### config.mk
export PLATFORM = sky130hd
export DESIGN_NAME = pqpp_ctrl
export DESIGN_NICKNAME = d
export VERILOG_FILES = /design/src/hw/rtl/pqpp_pkg.sv /design/src/hw/rtl/pqpp_ctrl.sv
export SDC_FILE = /design/constraint.sdc
export NUM_CORES = 1
export LEC_CHECK = 0
export BUFFER_PORTS_ARGS = -buffer_cell sky130_fd_sc_hd__buf_4
export CAP_MARGIN = 20
export CELL_PAD_IN_SITES_DETAIL_PLACEMENT = 1
export CELL_PAD_IN_SITES_GLOBAL_PLACEMENT = 1
export CORE_AREA = 2 2 39 41
export CTS_BUF_LIST = sky130_fd_sc_hd__clkbuf_8
export CTS_CLUSTER_DIAMETER = 150
export DETAILED_ROUTE_END_ITERATION = 8
export DIE_AREA = 0 0 41 43
export PLACE_DENSITY_LB_ADDON = 0.1
export SLEW_MARGIN = 20
export SYNTH_ARGS = -nofsm -noshare
export SYNTH_HDL_FRONTEND = slang
export SYNTH_SLANG_ARGS = --single-unit
export TNS_END_PERCENT = 100
### constraint.sdc
create_clock -name clk -period 1.25 [get_ports clk]
set_input_delay 0.125 -clock clk [delete_from_list [all_inputs] [get_ports clk]]
set_output_delay 0.125 -clock clk [all_outputs]
set_load 0.02 [all_outputs]
### src/hw/rtl/pqpp_pkg.sv
// ----------------------------------------------------------------------------
// pqpp_pkg
// Shared types, constants and helpers for the palette quantizer / packer.
// ----------------------------------------------------------------------------
package pqpp_pkg;

  // Default palette store depth
  localparam int PALETTE_DEPTH_DEF = 256;

  // Fixed field widths
  localparam int COMP_W   = 8;   // one color component
  localparam int ENTRY_W  = 24;  // packed RGB palette entry
  localparam int DIST_W   = 18;  // sum of three 16-bit squares
  localparam int COUNT_W  = 9;   // palette_count register
  localparam int DEPTH_W  = 2;   // depth_code register
  localparam int BYTE_W   = 8;
  localparam int GATHER_W = 3;

  // APB register map
  localparam int APB_DATA_W = 32;
  localparam int APB_ADDR_W = 3;
  localparam logic REG_DEPTH_CODE    = 1'b0;
  localparam logic REG_PALETTE_COUNT = 1'b1;

  // Reset values
  localparam logic [DEPTH_W-1:0] DEPTH_CODE_RST    = 2'd3;
  localparam logic [COUNT_W-1:0] PALETTE_COUNT_RST = 9'd256;

  // Input item kinds (carried on tuser)
  localparam logic OP_LOAD  = 1'b0;
  localparam logic OP_PIXEL = 1'b1;

  // Depth codes
  localparam logic [DEPTH_W-1:0] DC_1BPP = 2'd0;
  localparam logic [DEPTH_W-1:0] DC_2BPP = 2'd1;
  localparam logic [DEPTH_W-1:0] DC_4BPP = 2'd2;
  localparam logic [DEPTH_W-1:0] DC_8BPP = 2'd3;

  // Configuration as seen by the datapath
  typedef struct packed {
    logic [DEPTH_W-1:0] depth_code;
    logic [COUNT_W-1:0] palette_count;
    logic               depth_wr;      // pulse: depth_code written
  } cfg_t;

  // Controller -> datapath
  typedef struct packed {
    logic load;    // write palette entry from input beat
    logic start;   // capture pixel, reset search
    logic search;  // walk palette entries
    logic pack;    // merge chosen index into pack register
  } cmd_t;

  // Datapath -> controller
  typedef struct packed {
    logic search_done;  // all entries compared
    logic byte_done;    // next pack completes a byte
    logic out_free;     // output register can take a byte
  } status_t;

  // Index mask for the current bits per pixel
  function automatic logic [BYTE_W-1:0] depth_mask(input logic [DEPTH_W-1:0] dc);
    logic [BYTE_W-1:0] m;
    unique case (dc)
      DC_1BPP: m = 8'h01;
      DC_2BPP: m = 8'h03;
      DC_4BPP: m = 8'h0F;
      DC_8BPP: m = 8'hFF;
      default: m = 8'hFF;
    endcase
    return m;
  endfunction

  // Bit position of the pixel in the byte, first pixel in the top bits
  function automatic logic [GATHER_W-1:0] pack_shift(input logic [DEPTH_W-1:0]  dc,
                                                     input logic [GATHER_W-1:0] g);
    logic [GATHER_W-1:0] s;
    unique case (dc)
      DC_1BPP: s = 3'd7 - g;
      DC_2BPP: s = {~g[1:0], 1'b0};
      DC_4BPP: s = {~g[0], 2'b00};
      DC_8BPP: s = 3'd0;
      default: s = 3'd0;
    endcase
    return s;
  endfunction

  // Pixels per byte, modulo 8 (eight pixels wrap to zero)
  function automatic logic [GATHER_W-1:0] per_byte(input logic [DEPTH_W-1:0] dc);
    logic [GATHER_W-1:0] n;
    unique case (dc)
      DC_1BPP: n = 3'd0;
      DC_2BPP: n = 3'd4;
      DC_4BPP: n = 3'd2;
      DC_8BPP: n = 3'd1;
      default: n = 3'd1;
    endcase
    return n;
  endfunction

endpackage

### src/hw/rtl/pqpp_ctrl.sv
// ----------------------------------------------------------------------------
// pqpp_ctrl
// Sequencer: takes beats, runs the palette search, then packs the result.
// ----------------------------------------------------------------------------
module pqpp_ctrl (
  input  logic              clk,
  input  logic              rst,
  input  logic              s_tvalid,
  input  logic              opcode,
  output logic              s_tready,
  output pqpp_pkg::cmd_t    cmd,
  input  pqpp_pkg::status_t status
);

  typedef enum logic [2:0] {
    ST_IDLE   = 3'b001,
    ST_SEARCH = 3'b010,
    ST_PACK   = 3'b100
  } state_t;

  state_t state;
  state_t state_next;
  logic   beat;

  assign s_tready = (state == ST_IDLE);
  assign beat     = s_tvalid & s_tready;

  // next state and commands
  always_comb begin
    state_next = state;
    cmd        = '0;
    unique case (state)
      ST_IDLE: begin
        if (beat) begin
          if (opcode == pqpp_pkg::OP_PIXEL) begin
            cmd.start  = 1'b1;
            state_next = ST_SEARCH;
          end else begin
            cmd.load = 1'b1;
          end
        end
      end
      ST_SEARCH: begin
        cmd.search = 1'b1;
        if (status.search_done) begin
          state_next = ST_PACK;
        end
      end
      ST_PACK: begin
        // hold while a finished byte cannot enter the output register
        if (!status.byte_done || status.out_free) begin
          cmd.pack   = 1'b1;
          state_next = ST_IDLE;
        end
      end
      default: state_next = ST_IDLE;
    endcase
  end

  always_ff @(posedge clk) begin
    if (rst) begin
      state <= ST_IDLE;
    end else begin
      state <= state_next;
    end
  end

endmodule

# [Yosys cells after proc, flatten, opt, wreduce, memory -nomap -nowiden]
# Index checks and enable logic that the tools add are counted.
[word_totals] out_inout_bits=5 register_bits=3 input_bits=7 wordCells=24
[op_classes] n_reduce_logical=3 n_eq_ne=7 bitwise_logic=1 mux=12
[ops] op="2-to-1 mux 3 bit" count=4
[ops] op="one-hot mux 3 bit (3 select lines)" count=1
[ops] op="!= test 2 bit (second input constant)" count=3
[ops] op="2-to-1 mux 1 bit" count=5
[ops] op="2-to-1 mux 2 bit" count=2
[ops] op="AND reduction 4 bit" count=1
[ops] op="equality test 3 x 1 -> 1 bit (second input constant)" count=1
[ops] op="equality test 3 x 2 -> 1 bit (second input constant)" count=1
[ops] op="equality test 3 bit (second input constant)" count=1
[ops] op="!= test 2 x 1 -> 1 bit (second input constant)" count=1
[ops] op="AND 1 bit" count=1
[ops] op="logical NOT 1 bit" count=1
[ops] op="logical OR 1 bit" count=1

# [Logic depth before layout (Yosys ltp)]
[depth] word_depth=4 depth_mapped=3 mapped_depth_nobuf=3

# [Least setup slack after synthesis]
# No wires, ideal clock.
[synth_path] path_type="register -> output" from="register state[0]" to="output cmd[3] (netlist name)" n_path_buf=0 arrival_ps=1091 setup_slack_ps=34 path_stages_with_launch=4 required_time_ps=1125 cell_sequence="dfxtp_1 > nor3b_4 > nand2_1 > nor2_1"
[synth_lines] element="start: declaration" line="pqpp_ctrl.sv:21" rtl="state_t state;"
[synth_lines] element="start signal: assignment" line="pqpp_ctrl.sv:64" rtl="state <= state_next;"
[synth_lines] element="end: declaration" line="pqpp_ctrl.sv:11" rtl="output pqpp_pkg::cmd_t cmd,"

==> results list <==
- The flow ran to the end, and the final reports show no timing, DRC or antenna violations.
- Dividing total power by cell area gives a power density of around 1100 nW/um^2.
* Total of flip-flops plus latches after synthesis: 3
* Starting Density: 0.156
* Proportion of layout cells with a drive suffix above 1: 0.800
- The worst setup path is captured at an output pin.
- TritonCTS built the clock tree.
- Fill cells in the final layout number around 170.
- For this run, the slowest stage of the critical path takes 0.36 ns.
* Cell chain of the critical path: nor3b_4, nand2_1, nor2_1, buf_4
- In this run the critical register-to-register path is launched from state[0]$_SDFFE_PP1P_.
* Port Buffer Count: 11
- Share of power burned in the clock network: 0.615
- The share of total power dissipated in sequential elements is 0.228.
- Setup repair after global routing could not meet its margin everywhere.
* PnR worst setup slack: approximately 0.019 ns
- Avg WL per Cell: 10.5 um
- By startpoint and endpoint, the worst setup path is classified as flip-flop to output pin.
- After clock tree synthesis, the clock-pin slew on the worst setup and hold paths is ~0.03 ns.
* Max FFs per register: 3
* DRC Markers: 0
- 12 I/O pins were placed.
- Iter 0 DRT Violations: 0
- In the final layout, the registers with the most flip-flops are state x3.
- Worst setup slack for register-to-register paths: 0.11 ns
- Once placement finished, the instance area stood at 318 sq um.
- The slowest stage of the critical path is the dfxtp_4 cell.
- Growth of design area from synthesis to finish: 96.5%
- RePlAce Congestion: 0.615
* GR Layer Usage met3: 0.0209
- From left edge to right edge, the die measures 41 um.
- CORE AREA: between 1000 and 1500 sq um
* Cell count of the worst reg-to-reg path: 4
- Summed over all nets, the switching power comes to 0.100 mW.
- Max-Cap Viols: 0
* All-layer global routing usage: 0.0832
- The net count of the finished layout is 48.
- Final count of hold timing violations: 0
* Relative slew margins: 0.794
- Of the total synthesized cell area, the portion taken by AND, OR, NAND and NOR gates is 0.448.
- In this run the number of H-tree levels came out at 1.
- For this run, the detailed router's first-pass iteration total came to 1.
- The number of global-route vias before repair was between 200 and 300.
- Global-route layer with the greatest usage: met2
- For this run, global-route usage on met1 was measured as 0.0705.
- The register with the most flip-flops in the final layout is state.
- Based on the critical path, the design can be clocked at up to about 810 MHz.
- Synth warnings: 0
- Endpoint required time on the critical path: about 1.1 ns
- Buf+Inv Stages, Crit Path: 1
- The first global-routing pass estimated 945 um of wire.
- The routed layout has 229 vias.
- 0 antenna diodes ended up in the layout.
- Worst hold slack after final layout: 0.0741 ns
- DP Wirelength: 436 um
* Clock root buffer master: clkbuf_8
- Of the total synthesized cell area, the portion taken by full adders, half adders and majority gates is 0.
- Main combinational cell family by area after synthesis: simple AND/OR/NAND/NOR gates
* Min Clock Period, post-route: approximately 1.2 ns
* Placement row count: 14
- Post-Syn Nets: 29
- Post-synthesis average cell area: a little under 10 sq um
- Clock skew after layout: 0.000169 ns
- For met2 alone, demand over resource in global routing was 0.131.
- The initial antenna violation count was 0.
- Synthesis handed over a netlist of 22 instances.
- Die Span Y: 43 um
* Number of instances on the worst hold path: 2
- The share of total power dissipated in combinational logic is 0.156.
- The number of slew-limit violations in the final report was 0.
- Post-route cell area: about 420 sq um
- Summing internal, switching and leakage power gives 0.446 mW.
- For this design the static power due to leakage is roughly 0.19 nW.
- Hold Path Origin: rst
- The complex-gate fraction of the synthesized area came to 0.221.
- Internal power comes to approximately 0.35 mW.
- CP arrival: around 1.1 ns
- STA classifies the critical path startpoint as a flip-flop.
* End of the worst register-to-register path: state[1]$_SDFFE_PP0P_
- Switch share: 0.225
- TritonCTS buffer count: 3
* Total wirelength of the detailed-routed design: between 500 and 600 um
- Number of buffers on the longest clock path: 2
- Setup violations remaining at the end of the flow were counted as 0.
* CTS sink cnt: 3
* Share of the clock period used by the worst path: 0.985
- For the pin with the worst max-slew slack, the measured transition is ~0.31 ns.
- The cell area that synthesis handed to floorplanning was 215 sq um.
* Residual overflow from global routing: 0
- Of the total synthesized cell area, the portion taken by XOR and XNOR cells is 0.
- Worst setup timing slack at the placement stage: 0.115 ns
* Peak ir drop on the vdd network: approximately 0.45 mV
- Maximum fanout encountered on the critical timing path: 4
- Non-filler instance count after layout: 56
* Largest net degree at the start of global routing: 6
- Area of the die: between 1500 and 2000 sq um
* Post-synth cell types: 17
- The clock reaches the later pin of the worst-skew pair after roughly 0.22 ns.
- In this run the worst hold path is classified as input port to flip-flop.
* Inst Count DP: 49
- Hold path endpoint: state[1]$_SDFFE_PP0P_
- In the routed layout, each cell is associated on average with a via count of between 4 and 5.
* Proportion of synthesized area in mux cells: 0
- Sequential element share of the synthesized area: 0.279
- Top delay family on crit path: simple AND/OR/NAND/NOR gates
- Once detail routing completed, the nets flagged for antenna violations numbered 0.
## worst register-to-register path, stage by stage (launching register included)
cell	delay, ns
dfxtp_4	0.36
nor3b_4	0.22
nand3_2	0.11
buf_4	0.16
a221oi_2	0.20
## cells in the final DEF, fill, tap and decap left out, types with 2 or more instances in the layout
cell type,instances
buf_6,2
nor3b_4,2
buf_4,13
dfxtp_4,2
clkbuf_8,3
## how the worst max path moves through the flow
stage,startpoint,depth (start not counted),endpoint
floorplan,state[0]$_SDFFE_PP1P_,3,cmd[3]
global placement,state[0]$_SDFFE_PP1P_,3,state[1]$_SDFFE_PP0P_
detailed placement,state[0]$_SDFFE_PP1P_,4,cmd[2]
CTS,state[1]$_SDFFE_PP0P_,4,cmd[2]
global route,state[0]$_SDFFE_PP1P_,4,cmd[3]
finish,state[0]$_SDFFE_PP1P_,4,cmd[3]
## Yosys cell counts
cell type	number	area (sq um)
o21bai_2	1	11.3
inv_1	1	3.75
nor3b_1	2	15.0
buf_4	1	7.51
nor3b_4	1	18.8
a21oi_1	1	5.00
nand3_2	1	10.0
a21o_2	1	8.76
nor2_1	1	3.75
a221oi_2	1	15.0
dfxtp_1	3	60.1
o21bai_1	1	7.51
nand2_1	1	3.75
nor2b_1	3	18.8
nor3_1	1	5.00
and4bb_2	1	12.5
and2b_2	1	8.76
## per-stage QoR
stage               setup TNS (ns)   util
CTS                        -0.0191  0.278
detailed placement               0  0.230
finish                           0  0.306
global placement                 0  0.230
floorplan                        0      -
global route                -0.122  0.306
## final cells by class
| type | instances | area [sq um] | share of cell area |
|---|---|---|---|
| repair buffers | 15 | 120 | 0.284 |
| multi-input cells | 17 | 165 | 0.391 |
| well taps | 16 | 20.0 | 0.0473 |
| clock buffers | 3 | 41.3 | 0.0976 |
| flip-flops and latches | 3 | 68.8 | 0.163 |
| inverters | 1 | 3.75 | 0.00888 |
| clock inverters | 1 | 3.75 | 0.00888 |
## kinds of logic (layout without fill, tap and decap cells)
group,after synthesis,count (layout)
AND/OR/NAND/NOR,12,12
AO/OA/AOI/OAI,5,5
flip-flops,3,3
buffers and inverters,2,20
## per-layer routing
layer	share of wire	up-vias
met5	0	-
met4	0.031	0
met3	0.082	2
met2	0.53	8
met1	0.35	105
li1	-	114
## power groups by stage
stage               Clock, mW  Combinational (mW)  Sequential, mW
floorplan                   0              0.0308           0.104
global placement            0              0.0601           0.106
detailed placement          0              0.0613           0.106
CTS                     0.281              0.0654           0.103
global route            0.287              0.0757           0.103
finish                  0.274              0.0696           0.102
## repair_timing
action                     in CTS  in global routing
setup buffers                   1                  2
pin swaps                       1                  2
cloned                          0                  0
hold buffers                    0                  0
setup endpoints to repair       4                  4
gates resized for setup         6                  6
No activity file was read; power rests on OpenSTA's default activity.
