==> config.mk <==
export PLATFORM = sky130hd
export DESIGN_NAME = pqpp_regs
export DESIGN_NICKNAME = d
export VERILOG_FILES = /design/src/hw/rtl/pqpp_pkg.sv /design/src/hw/rtl/pqpp_regs.sv
export SDC_FILE = /design/constraint.sdc
export NUM_CORES = 1
export LEC_CHECK = 0
export BUFFER_PORTS_ARGS = -buffer_cell sky130_fd_sc_hd__buf_2
export CORE_MARGIN = 8
export CORE_UTILIZATION = 34
export CTS_CLUSTER_DIAMETER = 200
export CTS_CLUSTER_SIZE = 40
export DETAILED_ROUTE_END_ITERATION = 10
export PLACE_DENSITY = 0.79
export SLEW_MARGIN = 10
export SYNTH_ARGS = -nofsm -noshare
export SYNTH_HDL_FRONTEND = slang
export SYNTH_SLANG_ARGS = --single-unit
export TNS_END_PERCENT = 100
==> constraint.sdc <==
create_clock -name clk -period 1.13 [get_ports clk]
set_clock_uncertainty 0.1 [all_clocks]
set_input_delay 0.226 -clock clk [delete_from_list [all_inputs] [get_ports clk]]
set_output_delay 0.226 -clock clk [all_outputs]
set_load 0.05 [all_outputs]
==> src/hw/rtl/pqpp_pkg.sv <==
// ----------------------------------------------------------------------------
// pqpp_pkg
// Shared types, constants and helpers for the palette quantizer / packer.
// ----------------------------------------------------------------------------
package pqpp_pkg;

  // Default palette store depth
  localparam int PALETTE_DEPTH_DEF = 256;

  // Fixed field widths
  localparam int COMP_W   = 8;   // one color component
  localparam int ENTRY_W  = 24;  // packed RGB palette entry
  localparam int DIST_W   = 18;  // sum of three 16-bit squares
  localparam int COUNT_W  = 9;   // palette_count register
  localparam int DEPTH_W  = 2;   // depth_code register
  localparam int BYTE_W   = 8;
  localparam int GATHER_W = 3;

  // APB register map
  localparam int APB_DATA_W = 32;
  localparam int APB_ADDR_W = 3;
  localparam logic REG_DEPTH_CODE    = 1'b0;
  localparam logic REG_PALETTE_COUNT = 1'b1;

  // Reset values
  localparam logic [DEPTH_W-1:0] DEPTH_CODE_RST    = 2'd3;
  localparam logic [COUNT_W-1:0] PALETTE_COUNT_RST = 9'd256;

  // Input item kinds (carried on tuser)
  localparam logic OP_LOAD  = 1'b0;
  localparam logic OP_PIXEL = 1'b1;

  // Depth codes
  localparam logic [DEPTH_W-1:0] DC_1BPP = 2'd0;
  localparam logic [DEPTH_W-1:0] DC_2BPP = 2'd1;
  localparam logic [DEPTH_W-1:0] DC_4BPP = 2'd2;
  localparam logic [DEPTH_W-1:0] DC_8BPP = 2'd3;

  // Configuration as seen by the datapath
  typedef struct packed {
    logic [DEPTH_W-1:0] depth_code;
    logic [COUNT_W-1:0] palette_count;
    logic               depth_wr;      // pulse: depth_code written
  } cfg_t;

  // Controller -> datapath
  typedef struct packed {
    logic load;    // write palette entry from input beat
    logic start;   // capture pixel, reset search
    logic search;  // walk palette entries
    logic pack;    // merge chosen index into pack register
  } cmd_t;

  // Datapath -> controller
  typedef struct packed {
    logic search_done;  // all entries compared
    logic byte_done;    // next pack completes a byte
    logic out_free;     // output register can take a byte
  } status_t;

  // Index mask for the current bits per pixel
  function automatic logic [BYTE_W-1:0] depth_mask(input logic [DEPTH_W-1:0] dc);
    logic [BYTE_W-1:0] m;
    unique case (dc)
      DC_1BPP: m = 8'h01;
      DC_2BPP: m = 8'h03;
      DC_4BPP: m = 8'h0F;
      DC_8BPP: m = 8'hFF;
      default: m = 8'hFF;
    endcase
    return m;
  endfunction

  // Bit position of the pixel in the byte, first pixel in the top bits
  function automatic logic [GATHER_W-1:0] pack_shift(input logic [DEPTH_W-1:0]  dc,
                                                     input logic [GATHER_W-1:0] g);
    logic [GATHER_W-1:0] s;
    unique case (dc)
      DC_1BPP: s = 3'd7 - g;
      DC_2BPP: s = {~g[1:0], 1'b0};
      DC_4BPP: s = {~g[0], 2'b00};
      DC_8BPP: s = 3'd0;
      default: s = 3'd0;
    endcase
    return s;
  endfunction

  // Pixels per byte, modulo 8 (eight pixels wrap to zero)
  function automatic logic [GATHER_W-1:0] per_byte(input logic [DEPTH_W-1:0] dc);
    logic [GATHER_W-1:0] n;
    unique case (dc)
      DC_1BPP: n = 3'd0;
      DC_2BPP: n = 3'd4;
      DC_4BPP: n = 3'd2;
      DC_8BPP: n = 3'd1;
      default: n = 3'd1;
    endcase
    return n;
  endfunction

endpackage

==> src/hw/rtl/pqpp_regs.sv <==
// ----------------------------------------------------------------------------
// pqpp_regs
// APB register file: depth_code and palette_count.
// ----------------------------------------------------------------------------
module pqpp_regs (
  input  logic                             clk,
  input  logic                             rst,
  input  logic                             psel,
  input  logic                             penable,
  input  logic                             pwrite,
  input  logic [pqpp_pkg::APB_ADDR_W-1:0]  paddr,
  input  logic [pqpp_pkg::APB_DATA_W-1:0]  pwdata,
  output logic [pqpp_pkg::APB_DATA_W-1:0]  prdata,
  output logic                             pready,
  output pqpp_pkg::cfg_t                   cfg
);

  logic                            wr_en;
  logic                            reg_sel;
  logic [pqpp_pkg::DEPTH_W-1:0]    depth_code;
  logic [pqpp_pkg::COUNT_W-1:0]    palette_count;
  logic                            depth_wr;

  assign pready  = 1'b1;
  assign wr_en   = psel & penable & pwrite & pready;
  // registers sit on a 4-byte stride
  assign reg_sel = paddr[2];

  // register writes
  always_ff @(posedge clk) begin
    if (rst) begin
      depth_code    <= pqpp_pkg::DEPTH_CODE_RST;
      palette_count <= pqpp_pkg::PALETTE_COUNT_RST;
      depth_wr      <= 1'b0;
    end else begin
      depth_wr <= 1'b0;
      if (wr_en) begin
        unique case (reg_sel)
          pqpp_pkg::REG_DEPTH_CODE: begin
            depth_code <= pwdata[pqpp_pkg::DEPTH_W-1:0];
            depth_wr   <= 1'b1;
          end
          pqpp_pkg::REG_PALETTE_COUNT: begin
            palette_count <= pwdata[pqpp_pkg::COUNT_W-1:0];
          end
          default: ;
        endcase
      end
    end
  end

  // read mux
  always_comb begin
    unique case (reg_sel)
      pqpp_pkg::REG_DEPTH_CODE:
        prdata = pqpp_pkg::APB_DATA_W'(depth_code);
      pqpp_pkg::REG_PALETTE_COUNT:
        prdata = pqpp_pkg::APB_DATA_W'(palette_count);
      default:
        prdata = '0;
    endcase
  end

  assign cfg.depth_code    = depth_code;
  assign cfg.palette_count = palette_count;
  assign cfg.depth_wr      = depth_wr;

endmodule

# Word level (Yosys, flattened, before mapping)
# Cells that the tools add are included.
# totals
mem_bits_ro,0
ram_bits,0
register_bits,12
output_inout_bits,45
latchBits,0
wordCells,12
in_bits,40
n_memories,0
# classes
reduce_logical,3
mul,0
div,0
n_lt_le_gt_ge,0
n_addsub,0
n_eq_ne,0
bitwise_logic,4
shift,0
muxes,2
# op_table
operator,n
$pmux W32 S2,1
$reduce_and A2 Y1,2
$and A1 B1 Y1,2
$not A1 Y1,2
$reduce_or A2 Y1,1
$mux W1,1

# Depth between registers and ports, before layout
# Gate-level depths: netlist of run 1.
# logic_depth
depth_word,4
depth_mapped,3
depth_no_buf,2

# Worst setup path before layout of run 1
# OpenSTA, ideal clock, no wires.
# synth_path
kind,register to output
startpoint,register palette_count[2] (netlist bit)
endpoint,output prdata[2] (netlist bit)
stages_incl_launch_ff,2
t_arrival_ps,1128
path_buffers,0
slack_ps,-324
t_required_ps,804
path_cell_list,dfxtp_1 -> and2_1
# synth_via
elab_chain_len,1
# synth_rtl
element,line_no,text
"start, declared",pqpp_regs.sv:21,logic [pqpp_pkg::COUNT_W-1:0] palette_count;
"start signal, assigned",pqpp_regs.sv:33,palette_count <= pqpp_pkg::PALETTE_COUNT_RST;
"start signal, assigned",pqpp_regs.sv:44,palette_count <= pwdata[pqpp_pkg::COUNT_W-1:0];
$pmux W32 S2,pqpp_regs.sv:54,unique case (reg_sel)
"end, declared",pqpp_regs.sv:13,"output logic [pqpp_pkg::APB_DATA_W-1:0] prdata,"
# Every way passes these cells. The select of a mux whose other input is x is not followed.

# Worst setup path in the final report of run 1
# layout_path
startpoint,register depth_code[0] (netlist bit)
endpoint,output prdata[0] (netlist bit)
# layout_via
elab_chain_len,1
# layout_rtl
element,line_no,text
"start, declared",pqpp_regs.sv:20,logic [pqpp_pkg::DEPTH_W-1:0] depth_code;
"start signal, assigned",pqpp_regs.sv:32,depth_code <= pqpp_pkg::DEPTH_CODE_RST;
"start signal, assigned",pqpp_regs.sv:40,depth_code <= pwdata[pqpp_pkg::DEPTH_W-1:0];
$pmux W32 S2,pqpp_regs.sv:54,
# Every way passes these cells. The select of a mux whose other input is x is not followed.

==> key figures, run 1 <==
Status
  • Status: finished, violations left
  • Failing checks: setup timing

Place
  • Routability cong.: a little under 0.7
  • Cell area after placement: between 900 and 1000 um2
  • Post-DP HPWL: 1570 um
  • Port Buffers: 35

CTS
  • Clock sinks: 12
  • Clock Path Buffers: 2
  • Worst-Skew Late Latency: 0.26 ns
  • Hold buffer count at cts: 0
  • CTS tree: built
  • CTS Buf Count: 3
  • CTS root buffer: clkbuf_4
  • H-tree depth: 1
  • Clock slew at reported path FFs: roughly 0.070 ns

Worst setup path
  • Required time worst endpoint: 0.80 ns
  • R2R cell count: 4
  • Critical Path End Type: primary output
  • Slowest CP cell: dfxtp_2
  • Maximum fanout along the worst path: 2
  • Worst-path cell chain: mux2_4, buf_8
  • Slowest cell delay on critical path: about 0.32 ns
  • Crit path DAT: 1.01 ns
  • CP top delay family: flip-flops
  • Crit Path Class: reg2out
  • CP Depth: 2
  • Critical path buffer and inverter count: 1
  • Startpoint types: register

Final layout
  • Most frequent cells in the layout: conb_1 (24), nand2b_1 (16), buf_8 (15)
  • Commonest non-fill, non-tap cell in the layout: conb_1
  • Filler cells: 199
  • Storage cell area: between 200 and 300 um2
  • Share of cells above drive strength 1: 55.6%
  • Nets: 175
  • Ant diodes: 0
  • Layout Area Growth over Synthesis: 56.7%
  • Fin area: between 1000 and 1500 um2
  • Area of the multi-input gates: between 400 and 500 um2

Drt
  • Drt wl/cell: roughly 13 um
  • 1st-iter DRT viols: 6
  • Via count: 640
  • Drt drc: 0
  • Total Wirelength: 2080 um
  • Antenna-violating nets left: 0
  • Router iterations before antenna repair: 2
  • Vias per cell: 3.98

Power
  • Power Total: 1.13 mW
  • Power per cell area: between 800 and 900 nW/um2
  • Peak supply drop: 0.464 mV
  • Clock power share: a little under a quarter
  • Gate power share: 38.1%
  • P_sw: between 0.4 and 0.5 mW
  • Switching part of the total: around 40%
  • P_int: 0.676 mW
  • LEAKAGE: 0.619 nW
  • Flop pwr share: between 30% and 40%

Logic synthesis
  • Sequential share of the synthesized area: between 20% and 30%
  • Top cell type's share of synthesized area: around 30%
  • Yosys reg bits: 12
  • Synth top area cells: dfxtp_1 (30%), buf_4 (23%), mux2i_1 (14%)
  • Post-synth cell types: 13
  • Avg Cell Area, Syn: 9.16 um2
  • Yosys top cell by area: dfxtp_1
  • Mapped Cells: 88
  • Mapped cell area: a little over 800 um2
  • Yosys warning count: 0

Floorplan
  • Initial cell density of the core: 36.1%
  • Die X: 64.7 um
  • I/O pins: 85
  • Core area: between 2000 and 2500 um2
  • Die H: between 60 and 70 um
  • Row count: 17
  • Die ar.: 4180 um2

Timing
  • RSZ-0062 raised after global routing: yes
  • Final worst slack: -0.206 ns
  • Final worst-path cycle share: 118%
  • Final setup fails: 18
  • Hold violation total from the final report: 0
  • Crit path time final: ~1.3 ns
  • Fmax: 0.749 GHz
  • Slew Limit Fails: 0

Worst hold path
  • Hold Crit Class: in2reg
  • WHS Path Cells: 3

Global route
  • First-pass GRT wire length: 3190 um
  • Initial antenna violation count: 0
  • Largest net degree at the start of global routing: 24
  • Vias in the first global route: between 700 and 800
  • GR Overflow Total: 0
  • Total Routing Usage GR: a little under a tenth

Flow run
  • Max Cap Violations: 0
-- path summary, 6_finish.rpt --
path	from	endpoint	slack [ns]
worst min register to register	palette_count[0]	palette_count[0]	0.40
worst min-delay path	pwdata[3]	palette_count[3]	0.10
worst max-delay path	depth_code[0]	prdata[0]	-0.21
worst max register to register	depth_code[0]	depth_code[0]	0.18
-- per-stage QoR --
| step | utilization, % | TNS [ns] | instances | hold WS [ns] | setup WS (ns) |
|---|---|---|---|---|---|
| finish | 56.5 | -1.44 | 161 | 0.101 | -0.206 |
| global route | 56.5 | -1.95 | 161 | 0.110 | -0.237 |
| CTS | 53.2 | -1.53 | 155 | 0.0920 | -0.225 |
| detailed placement | 41.8 | -2.24 | 145 | 0.369 | -0.165 |
| global placement | 41.8 | -2.00 | 145 | 0.360 | -0.131 |
| floorplan | - | -0.0990 | 110 | 0.273 | -0.0331 |
-- metal layers --
metal | up-vias | GRT usage, % | share of wire [%]
met5 | - | 0 | 0
met4 | 0 | 4.09 | 0
met3 | 0 | 2.06 | 8.9
met2 | 31 | 18.3 | 55
met1 | 291 | 8.69 | 36
li1 | 318 | - | -
-- kinds of logic after synthesis --
group / Yosys count / share of synthesized area [%]
simple gates: 32 / 25.5
buf+inv: 29 / 27.3
mux: 13 / 16.5
flops: 12 / 29.8
other cells: 2 / 0.932
-- sequential cells by signal, summed over array words and instances (netlist names) --
| name | cells |
|---|---|
| depth_code | 2 |
| depth_wr | 1 |
| palette_count | 9 |
-- tightest hold or removal path, delay by kind of cell --
| family | cells | cell delay, ns |
|---|---|---|
| buffers and inverters | 1 | 0.09 |
| muxes | 1 | 0.05 |
| and+or+nand+nor | 1 | 0.05 |
-- area by class of cell --
class / instances / area share, %
Tap cell: 28 / 2.78
Timing Repair Buffer: 49 / 39.2
Sequential cell: 12 / 20.3
Multi-Input combinational cell: 69 / 35.9
Clock buffer: 3 / 1.78
-- synthesized netlist by cell type --
cell / number
buf_2: 1
conb_1: 2
clkbuf_1: 2
and2_1: 7
and4_4: 1
mux2i_1: 11
mux2_2: 2
buf_4: 25
buf_12: 1
nand4b_4: 1
dfxtp_1: 12
nand2b_1: 16
nor2_1: 7
-- power by group through the flow --
stage	Sequential [mW]	Combinational [mW]	Clock, mW
6_report	0.437	0.429	0.261
3_3_place_gp	0.449	0.363	0
3_5_place_dp	0.450	0.366	0
4_1_cts	0.441	0.415	0.279
2_1_floorplan	0.479	0.342	0
5_1_grt	0.439	0.449	0.291
-- timing repair --
action / in CTS / in global routing
gates cloned: 0 / 0
resized for setup: 57 / 9
setup buffers: 7 / 7
endpoints found under the setup margin: 21 / 18
pin swaps: 0 / 1
Power figures use the tool's default switching activity.
==> inputs of run 2 (changes only) <==
BUFFER_PORTS_ARGS = -buffer_cell sky130_fd_sc_hd__clkbuf_2   (was -buffer_cell sky130_fd_sc_hd__buf_2)
==> key figures, run 2 (synthesized netlist as in run 1, its figures left out) <==
CTS
  • Clock Path Buffers: 2
  • CTS Buf Count: 3
  • CTS root buffer: clkbuf_4
  • H-tree depth: 1
  • Clock sinks: 12
  • Worst-Skew Late Latency: ~0.27 ns
  • CTS tree: built
  • Clock slew at reported path FFs: about 0.080 ns
  • Hold buffer count at cts: 0

Drt
  • 1st-iter DRT viols: 21
  • Router iterations before antenna repair: 4
  • Antenna-violating nets left: 0
  • Drt wl/cell: about 14 um
  • Total Wirelength: 2220 um
  • Vias per cell: 4.02
  • Drt drc: 0
  • Via count: 647

Worst hold path
  • WHS Path Cells: 3
  • Hold Crit Class: in2reg
  • Hold wc startpoint: pwdata[2]

Final layout
  • Fin area: 1460 um2
  • Share of cells above drive strength 1: approximately 56%
  • Max FFs per register: 9
  • Commonest non-fill, non-tap cell in the layout: conb_1
  • Largest Register: palette_count
  • Top Registers: palette_count x9, depth_code x2, depth_wr x1
  • Layout Area Growth over Synthesis: 80.6%
  • Ant diodes: 0
  • Most frequent cells in the layout: conb_1 (24), nand2b_1 (16), clkbuf_2 (14)
  • Nets: ~170

Place
  • Post-DP HPWL: roughly 1600 um
  • Cell area after placement: between 1000 and 1500 um2
  • Setup WS pre-CTS: -0.132 ns
  • Port Buffers: 35
  • Routability cong.: around 0.69

Worst setup path
  • Slowest cell delay on critical path: 0.33 ns
  • FF-to-FF Start: depth_code[1]
  • Critical Path Source: depth_code[1]
  • Maximum fanout along the worst path: 2
  • Worst-path cell chain: mux2_4, buf_8
  • Crit Path Class: reg2out
  • Critical Path End Type: primary output
  • Required time worst endpoint: 0.80 ns
  • Slowest CP cell: dfxtp_2
  • Crit path DAT: between 1 and 1.5 ns
  • Startpoint types: register
  • R2R cell count: 4

Floorplan
  • Row count: 17
  • Die H: around 65 um
  • Core area: 2230 um2
  • Die X: approximately 65 um
  • Initial cell density of the core: a little over a third
  • I/O pins: 85
  • Die ar.: approximately 4200 um2

Timing
  • Fmax: ~0.74 GHz
  • Final worst-path cycle share: 119%
  • RSZ-0062 raised after global routing: yes
  • Slew Limit Fails: 0
  • Hold violation total from the final report: 0
  • Final setup fails: 17
  • Final worst slack: -0.218 ns
  • Crit path time final: 1.35 ns
  • Setup_tns: -1.88 ns

Global route
  • Total Routing Usage GR: roughly a tenth
  • First-pass GRT wire length: between 3000 and 4000 um
  • Largest net degree at the start of global routing: 24
  • Vias in the first global route: 730
  • GR Overflow Total: 0
  • Initial antenna violation count: 0

Status
  • Failing checks: setup timing
  • Status: finished, violations left

Power
  • LEAKAGE: slightly below 0.7 nW
  • Peak supply drop: approximately 0.68 mV
  • Power per cell area: roughly 850 nW/um2
  • Power Total: 1.23 mW

Flow run
  • Max Cap Violations: 0
## run 2: cell count changes in the layout (fill, tap and decap cells not counted)
cell / delta
buf_2: -14
clkbuf_2: +14
buf_8: -11
clkbuf_16: +10
buf_12: +9
buf_6: -6
buf_4: -3
clkbuf_8: +1
dfxtp_1: -1
dfxtp_4: +1
## run 2: what timing repair did
item                       4_1_cts  5_1_grt
resized for setup               44        8
pin swaps                        0        0
setup endpoints to repair       21       21
setup buffers                    5        2
## run 2: layout make-up
cell class	instances	area [um2]
multi-input combinational	69	453
timing repair buffer	48	671
fill	173	778
sequential	12	260
tap	28	35.0
clock buffer	4	36.3
## run 2: final timing paths
check | end | slack (ns)
setup / recovery | prdata[1] | -0.22
hold / removal | palette_count[2] | 0.08
setup reg to reg | depth_code[1] | 0.20
hold reg to reg | palette_count[3] | 0.40
## run 2: critical path, delay by kind of cell, from the launching register on
kind	cells	cell delay (ns)
muxes	1	0.27
buffers and inverters	1	0.15
DFF	1	0.33
## run 2: power by group
group / switching [mW] / total (mW) / internal [mW] / leakage (nW)
sequential: 0.00819 / 0.438 / 0.429 / 0.101
clock: 0.143 / 0.338 / 0.196 / 0.0210
combinational: 0.310 / 0.456 / 0.146 / 0.566
total: 0.461 / 1.23 / 0.771 / 0.688
## run 2: through the flow
step           utilization, %  std cells  hold WS, ns
6_report                 65.2        161       0.0827
5_1_grt                  65.2        161       0.0671
4_1_cts                  63.2        159       0.0790
3_5_place_dp             47.6        150        0.370
3_3_place_gp             47.6        150        0.361
2_1_floorplan               -        110        0.273
## run 2: per-layer routing
layer  vias up  share of wire [%]  GRT usage, %
met3         2                8.4          2.75
li1        317                  -             -
met2        31                 54          20.0
met4         0               0.63          5.72
met5         -                  0             0
met1       297                 37          10.1
